[src/rtl/dqs_pkg.sv]
package dqs_pkg;

  typedef enum logic [1:0] {
    KIND_ENQ  = 2'd0,
    KIND_DEQ  = 2'd1,
    KIND_REM  = 2'd2,
    KIND_SORT = 2'd3
  } kind_t;

  localparam int unsigned DIGIT_W = 4;
  localparam int unsigned ENTRIES_W = 5;
  localparam int unsigned NUM_VALUES = 16;

  typedef struct packed {
    kind_t              kind;
    logic [DIGIT_W-1:0] digit_in;
  } in_item_t;

  typedef struct packed {
    logic [DIGIT_W-1:0]   digit_out;
    logic                 ok;
    logic [ENTRIES_W-1:0] entries_now;
  } out_item_t;

endpackage

[src/rtl/dqs_ram.sv]
module dqs_ram #(
  parameter int unsigned DEPTH = 16,
  parameter int unsigned AW    = 4
) (
  input  logic                        clk,
  input  logic                        we,
  input  logic [AW-1:0]               waddr,
  input  logic [dqs_pkg::DIGIT_W-1:0] wdata,
  input  logic [AW-1:0]               raddr,
  output logic [dqs_pkg::DIGIT_W-1:0] rdata
);
  import dqs_pkg::*;

  logic [DIGIT_W-1:0] mem [DEPTH];
  logic [DIGIT_W-1:0] rdata_r;

  always_ff @(posedge clk) begin
    if (we) begin
      mem[waddr] <= wdata;
    end
    rdata_r <= mem[raddr];
  end

  assign rdata = rdata_r;

endmodule

[src/rtl/digit_queue_with_sort.sv]
// Bounded FIFO of 4-bit digits with enqueue, dequeue, remove-first-match and
// ascending sort; every item yields one result (digit, ok flag, new count).
// All work runs through a digit RAM with one write port and one registered
// read port, so the RAM ports set the rate. Removal scans up to the match,
// then closes the gap over the rest; sort makes a tally pass, then a
// write-back walk over the 16 digit values. Input is stalled while an item
// is in work or its result has not been taken. No clearing pass is needed
// after reset; only held entries are ever read.
module digit_queue_with_sort #(
  parameter int unsigned QUEUE_DEPTH = 16
) (
  input  logic               clk,
  input  logic               rst_n,
  input  logic               in_valid,
  output logic               in_stall,
  input  dqs_pkg::in_item_t  in_data,
  output logic               out_valid,
  input  logic               out_stall,
  output dqs_pkg::out_item_t out_data
);
  import dqs_pkg::*;

  localparam int unsigned CW = $clog2(QUEUE_DEPTH + 1);
  localparam int unsigned AW = $clog2(QUEUE_DEPTH);
  localparam logic [CW-1:0] FULL = CW'(QUEUE_DEPTH);

  typedef enum logic [3:0] {
    ST_IDLE,
    ST_ENQ,
    ST_SCAN_RD,
    ST_SCAN_CMP,
    ST_SHIFT_RD,
    ST_SHIFT_WR,
    ST_TALLY_RD,
    ST_TALLY_ACC,
    ST_FILL,
    ST_DONE
  } state_t;

  state_t             state_r;
  kind_t              kind_r;
  logic [DIGIT_W-1:0] digit_r;
  logic [CW-1:0]      count_r;
  logic [CW-1:0]      idx_r;
  logic [DIGIT_W-1:0] val_r;
  logic [CW-1:0]      tally_r [NUM_VALUES];
  logic [DIGIT_W-1:0] res_digit_r;
  logic               res_ok_r;
  logic               out_valid_r;
  out_item_t          out_data_r;

  logic               ram_we;
  logic [AW-1:0]      ram_waddr;
  logic [DIGIT_W-1:0] ram_wdata;
  logic [AW-1:0]      ram_raddr;
  logic [DIGIT_W-1:0] ram_rdata;

  logic [CW-1:0]      idx_inc;
  logic [CW+ENTRIES_W-1:0] count_ext;
  logic               accept;

  assign idx_inc   = idx_r + 1'b1;
  assign count_ext = {{ENTRIES_W{1'b0}}, count_r};
  assign in_stall  = (state_r != ST_IDLE) || out_valid_r;
  assign accept    = in_valid && !in_stall;
  assign out_valid = out_valid_r;
  assign out_data  = out_data_r;

  always_comb begin
    ram_we    = 1'b0;
    ram_waddr = idx_r[AW-1:0];
    ram_wdata = ram_rdata;
    ram_raddr = idx_r[AW-1:0];
    unique case (state_r)
      ST_ENQ: begin
        ram_we    = (count_r != FULL);
        ram_waddr = count_r[AW-1:0];
        ram_wdata = digit_r;
      end
      ST_SHIFT_RD: ram_raddr = idx_inc[AW-1:0];
      ST_SHIFT_WR: ram_we = 1'b1;
      ST_FILL: begin
        ram_we    = (tally_r[val_r] != '0);
        ram_wdata = val_r;
      end
      default: ;
    endcase
  end

  dqs_ram #(
    .DEPTH (QUEUE_DEPTH),
    .AW    (AW)
  ) u_ram (
    .clk   (clk),
    .we    (ram_we),
    .waddr (ram_waddr),
    .wdata (ram_wdata),
    .raddr (ram_raddr),
    .rdata (ram_rdata)
  );

  always_ff @(posedge clk) begin
    if (!rst_n) begin
      state_r     <= ST_IDLE;
      count_r     <= '0;
      out_valid_r <= 1'b0;
    end else begin
      if (out_valid_r && !out_stall) begin
        out_valid_r <= 1'b0;
      end
      unique case (state_r)
        ST_IDLE: begin
          if (accept) begin
            kind_r  <= in_data.kind;
            digit_r <= in_data.digit_in;
            idx_r   <= '0;
            unique case (in_data.kind)
              KIND_ENQ: state_r <= ST_ENQ;
              KIND_DEQ, KIND_REM: state_r <= ST_SCAN_RD;
              KIND_SORT: begin
                for (int v = 0; v < NUM_VALUES; v++) begin
                  tally_r[v] <= '0;
                end
                state_r <= ST_TALLY_RD;
              end
            endcase
          end
        end
        ST_ENQ: begin
          res_digit_r <= '0;
          res_ok_r    <= (count_r != FULL);
          if (count_r != FULL) begin
            count_r <= count_r + 1'b1;
          end
          state_r <= ST_DONE;
        end
        ST_SCAN_RD: begin
          if (idx_r == count_r) begin
            res_digit_r <= '0;
            res_ok_r    <= 1'b0;
            state_r     <= ST_DONE;
          end else begin
            state_r <= ST_SCAN_CMP;
          end
        end
        ST_SCAN_CMP: begin
          // dequeue matches the head unconditionally
          if (kind_r == KIND_DEQ || ram_rdata == digit_r) begin
            res_digit_r <= ram_rdata;
            res_ok_r    <= 1'b1;
            state_r     <= ST_SHIFT_RD;
          end else begin
            idx_r   <= idx_inc;
            state_r <= ST_SCAN_RD;
          end
        end
        ST_SHIFT_RD: begin
          if (idx_inc == count_r) begin
            count_r <= count_r - 1'b1;
            state_r <= ST_DONE;
          end else begin
            state_r <= ST_SHIFT_WR;
          end
        end
        ST_SHIFT_WR: begin
          idx_r   <= idx_inc;
          state_r <= ST_SHIFT_RD;
        end
        ST_TALLY_RD: begin
          if (idx_r == count_r) begin
            idx_r   <= '0;
            val_r   <= '0;
            state_r <= ST_FILL;
          end else begin
            state_r <= ST_TALLY_ACC;
          end
        end
        ST_TALLY_ACC: begin
          tally_r[ram_rdata] <= tally_r[ram_rdata] + 1'b1;
          idx_r   <= idx_inc;
          state_r <= ST_TALLY_RD;
        end
        ST_FILL: begin
          if (tally_r[val_r] != '0) begin
            tally_r[val_r] <= tally_r[val_r] - 1'b1;
            idx_r          <= idx_inc;
          end else if (val_r == DIGIT_W'(NUM_VALUES - 1)) begin
            res_digit_r <= '0;
            res_ok_r    <= 1'b1;
            state_r     <= ST_DONE;
          end else begin
            val_r <= val_r + 1'b1;
          end
        end
        ST_DONE: begin
          out_valid_r            <= 1'b1;
          out_data_r.digit_out   <= res_digit_r;
          out_data_r.ok          <= res_ok_r;
          out_data_r.entries_now <= count_ext[ENTRIES_W-1:0];
          state_r                <= ST_IDLE;
        end
        default: state_r <= ST_IDLE;
      endcase
    end
  end

endmodule

[config.mk]
export PLATFORM = sky130hd
export DESIGN_NAME = digit_queue_with_sort
export DESIGN_NICKNAME = d
export VERILOG_FILES = /design/src/rtl/dqs_pkg.sv /design/src/rtl/dqs_ram.sv /design/src/rtl/digit_queue_with_sort.sv
export SDC_FILE = /design/constraint.sdc
export NUM_CORES = 1
export LEC_CHECK = 0
export ABC_CLOCK_PERIOD_IN_PS = 4400
export BUFFER_PORTS_ARGS = -buffer_cell sky130_fd_sc_hd__buf_4
export CAP_MARGIN = 10
export CORE_ASPECT_RATIO = 0.7
export CORE_UTILIZATION = 63
export CTS_BUF_LIST = sky130_fd_sc_hd__clkbuf_2 sky130_fd_sc_hd__clkbuf_4 sky130_fd_sc_hd__clkbuf_8
export DETAILED_ROUTE_END_ITERATION = 8
export GPL_TIMING_DRIVEN = 0
export HOLD_SLACK_MARGIN = 0.05
export PLACE_DENSITY = 0.81
export SKIP_CTS_REPAIR_TIMING = 1
export SLEW_MARGIN = 10
export SYNTH_ARGS = -nofsm -noshare
export SYNTH_HDL_FRONTEND = slang
export SYNTH_SLANG_ARGS = --single-unit
[constraint.sdc]
create_clock -name clk -period 4.4 [get_ports clk]
set_input_delay 0.44 -clock clk [delete_from_list [all_inputs] [get_ports clk]]
set_output_delay 0.44 -clock clk [all_outputs]
set_load 0.01 [all_outputs]
[Word-level counts from Yosys, hierarchy flattened]
Memory sizes are Yosys's and may differ from the RTL's. A register that Yosys moved wholly into a read port is not among the register bits.
Cells that the tools add are included.
Cells by class
  muxes and demuxes: 57
  reductions and logical operators: 26
  $add $sub $neg: 6
  equality and inequality tests: 29
Operators by type and width (number)
  $mux 4: 17
  $mux 5: 8
  $pmux 4 s9: 1
  $pmux 5 s5: 1
  $mux 1: 22
  $ne 2x2->1 const B: 11
  $eq 4x3->1 const B: 4
  $pmux 4 s2: 2
  $pmux 4 s4: 1
  $add 5x1->5 const B: 3
  $eq 4x4->1 const B: 3
  $pmux 4 s3: 1
  $reduce_and 6->1: 2
  $eq 5x5->1: 2
  $pmux 5 s2: 1
  $reduce_bool 5->1: 2
  $reduce_or 5->1: 2
  $sub 5x1->5 const B: 2
  $reduce_and 3->1: 3
  $eq 4x2->1 const B: 2
  $reduce_bool 4->1: 2
  $reduce_bool 2->1: 3
  $ne 5x5->1 const B: 1
  $reduce_and 5->1: 1
  15 further kinds: 21
Storage, ports and cells
  memories kept: 2
  logic and storage cells: 132
  RAM bits: 144
  input bits: 10
  flip-flop bits (word level): 40
Memories
  tally_r: words 16, width 5, read ports 2, clocked after Yosys merged registers in 1, write ports 16, RTL line digit_queue_with_sort.sv:46  | logic [CW-1:0] tally_r [NUM_VALUES];
  u_ram.mem: words 16, width 4, read ports 1, clocked after Yosys merged registers in 1, write ports 1, RTL line dqs_ram.sv:14  | logic [DIGIT_W-1:0] mem [DEPTH];

[Depth between registers and ports, before layout]
  word-level depth: 10
  gate-level depth with buffers: 12
  depth with buffers taken out: 10

[Hierarchy]
Synthesis repeated with hierarchy kept, for this count alone.
Unflattened totals
  cells, all modules: 727
  area total of the unflattened synthesis: 10058.4 um^2
By module, submodules not included
  digit_queue_with_sort: cells an instance 597, seq. area each 3583.4 um^2, area an instance 7392.1 um^2, times used 1
  dqs_ram: cells an instance 130, seq. area each 2001.9 um^2, area an instance 2666.3 um^2, times used 1

[Least setup slack after synthesis]
Ideal clock, no wire load.
  path kind: flip-flop to flip-flop
  from: register with a tool-made name
  to: register res_digit_r[0], enable pin
  buffers on the path: 2
  required time: 4018 ps
  slack: 1066 ps
  data arrival time: 2952 ps
  setup time: 382 ps
  stages on the path, launching flop included: 10
  period minus slack after synthesis: 3334 ps
  cell sequence: dfxtp_1 buf_2 buf_2 mux4_2 a22oi_1 and3_1 ha_1 nand4_1 o21a_1 nor4bb_1
RTL lines
  end signal, assigned: RTL line digit_queue_with_sort.sv:149  | res_digit_r <= ram_rdata;
  end, declared: RTL line digit_queue_with_sort.sv:47  | logic [DIGIT_W-1:0] res_digit_r;

==> results.cfg <==
[timing]
finalMaxSlewViolations = 0
worst_pin_slew_ps = 1240
setup_viol = 0
rsz0062_at_grt = no
finalHoldViolations = 0
fmax_ghz = 0.229
fin_setup_tns_ps = 0
period_needed_ps = 4370
min_period_over_period_pct = 99.3
setup_ws_ps = 29.9
holdWs_ps = 145
slew_headroom_pct = 16.8
skew_ps = 11.6

[clocking]
cts_root_buffer = clkbuf_8
tritoncts = yes
cts_buffers = 17
cts.sinks = 192
worstSkewPairLatency_ps = 470
htreeDepth = 4
clock_path_buffers = 2
clkSlewWorstSetupHoldPaths_ps = 100

[routing]
ant_nets = 0
drt-pass1-iter-count = 6
detailroute.via_count = 6782
drt_iter0_drc = 967
wl_per_cell_um = 25.7
wl_mm = 25.0
drc = 0
avgViaCountPerCell = 6.97

[placement]
dp.cells = 942
io_buffers = 21
place_congestion = 1.10
pre_cts_ws_ps = -140
dp_hpwl_mm = 18.7

[global_routing]
antenna_found_initial = 0
grt_pass1_wl_mm = 37.9
grt_max_degree = 19
overflow = 0
grt_usage_pct = 33.3
grt_pass1_vias = 6505

[finish]
drive_gt1_share_pct = 19.5
area_growth_pct = 8.73
regArea_mm2 = 0.00559
mostFrequentLayoutCells = edfxtp_1, nor2_1, mux4_2, nand2_1, clkbuf_1
fin_cells = 973
n_antenna_cell = 0
multi_input_comb_area_mm2 = 0.00390
n_fill_cell = 1024
nets = 784
final_common_cell = edfxtp_1

[setup_path]
critPathMaxFanout = 10
end_kind = register
path_buf_inv = 3
r2r_slack_ps = 30
slowest_delay_ps = 670
crit_type = register to register
rr_worst_depth = 10
crit_slowest_cell = a31oi_1
cp_common_cell = buf_2
worstPathCellList = buf_2 -> buf_2 -> mux4_2 -> nand3_1 -> and3_1 -> ha_1 -> a41oi_4 -> buf_6 -> a31oi_1 -> nand2_1
cp_top_family = compound AO/OA/AOI/OAI gates
crit_arrival_ps = 4500
critPathLaunchType = register
cp.depth = 10
critPathRequiredTime_ps = 4530

[synthesis]
syn_avg_cell_area_um2 = 13.5
syn_area_mm2 = 0.00977
synth-edff-count = 174
synth_ff_type = edfxtp_1
async_flop_share_pct = 0
synthesis.instances = 726
seq_area_frac_synth_pct = 57.2
synth.distinct_cells = 60
synth-seq-cells = 192
synth_nets = 744
ys_warn_count = 0

[hold_path]
hold_depth = 1
hold_class = input port to register

[power_and_ir_drop]
power_leakage_nw = 3.60
ir_worst_vdd_v = 0.000340
power_density_mw_per_mm2 = 628

[floorplan]
die-area_mm2 = 0.0160
fp-row-count = 37
initial_utilization_pct = 65.6
core_area_mm2 = 0.0149
ios = 22
fp.dieW_um = 151
die_y_um = 106

[flow_run]
cap_violations = 0

[outcome]
status = complete, no violations
[metrics by stage]
step	power, mW	utilization, %	instance area [um2]
5_1_grt	6.93	71.3	10600
4_1_cts	6.55	71.0	10600
6_report	6.67	71.3	10600
3_3_place_gp	5.25	68.3	10200
2_1_floorplan	4.55	-	9770
3_5_place_dp	5.37	68.3	10200
[per-layer routing]
layer  routed length, um  vias to the layer above  part of all wire [%]  track usage, %
li1                    -                     2887                     -               -
met1               10400                     3378                    42            50.8
met2               10400                      479                    42            43.5
met3                3740                       34                    15            14.8
met4                 301                        4                   1.2            7.07
met5                  89                        -                  0.36            4.67
[Yosys cell counts, types with 2 or more instances]
library cell / count / area share, %
buf_4: 2 / 0.15
nor2b_1: 16 / 1.0
nand4_1: 4 / 0.26
buf_1: 2 / 0.077
buf_6: 8 / 0.92
o41ai_1: 2 / 0.18
o21a_1: 2 / 0.15
buf_2: 7 / 0.36
edfxtp_1: 174 / 53
clkbuf_1: 30 / 1.2
mux2_2: 6 / 0.69
xnor2_1: 14 / 1.3
a21boi_0: 2 / 0.15
o21ai_0: 10 / 0.51
a21oi_1: 28 / 1.4
nand2b_1: 6 / 0.38
nor3_1: 22 / 1.1
nand3_1: 18 / 0.92
and4_1: 5 / 0.45
a21o_1: 2 / 0.15
xor2_1: 12 / 1.1
nor3b_1: 6 / 0.46
nand3b_1: 2 / 0.15
nor2_1: 82 / 3.1
a31oi_1: 25 / 1.6
ha_1: 7 / 0.90
nor4_1: 17 / 1.1
mux2i_4: 3 / 0.69
and3_1: 6 / 0.38
mux4_2: 57 / 13
a22oi_1: 10 / 0.77
or4_1: 2 / 0.15
and2_1: 10 / 0.64
inv_1: 13 / 0.50
nand2_1: 54 / 2.1
o311ai_0: 2 / 0.18
mux2i_1: 18 / 1.8
dfxtp_1: 18 / 3.7
[cell type report]
cell class | instances | share of cell area [%]
sequential | 192 | 52.6
buffer | 51 | 2.70
tap | 195 | 2.30
inverter | 13 | 0.459
timing repair buffer | 21 | 1.48
clock inverter | 14 | 1.62
multi-input combinational | 470 | 36.7
clock buffer | 17 | 2.20
[worst paths after layout]
kind                                       end                from
hold / removal            digit_r[3]$_DFFE_PP_          in_data[3]
hold reg to reg          out_data[5]$_DFFE_PP_  res_ok_r$_DFFE_PP_
setup reg to reg  tally_r[10][4]$_SDFFCE_PN0P_            register
setup / recovery  tally_r[10][4]$_SDFFCE_PN0P_            register
[cells by family (layout without fill, tap and decap cells)]
group	count (synthesis)	after routing	share of synthesized area [%]
buf+inv	64	116	3.42
simple gates	256	256	12.9
xor+xnor	26	26	2.33
fa+ha+maj	8	8	1.10
mux	86	86	16.8
compound gates	94	94	6.31
flops	192	192	57.2
[sequential cells by signal (all words and copies together) (netlist names), 5 cells and up, named ones only]
| name | flops |
|---|---|
| tally_r | 80 |
| u_ram.mem | 64 |
| out_data | 10 |
| count_r | 5 |
| idx_r | 5 |
[report_power, final]
group	leakage [nW]	internal (mW)	switching (mW)
clock	0.204	0.523	0.680
combinational	1.62	1.08	1.96
sequential	1.78	2.34	0.0954
(Power assumes the default switching activity.)
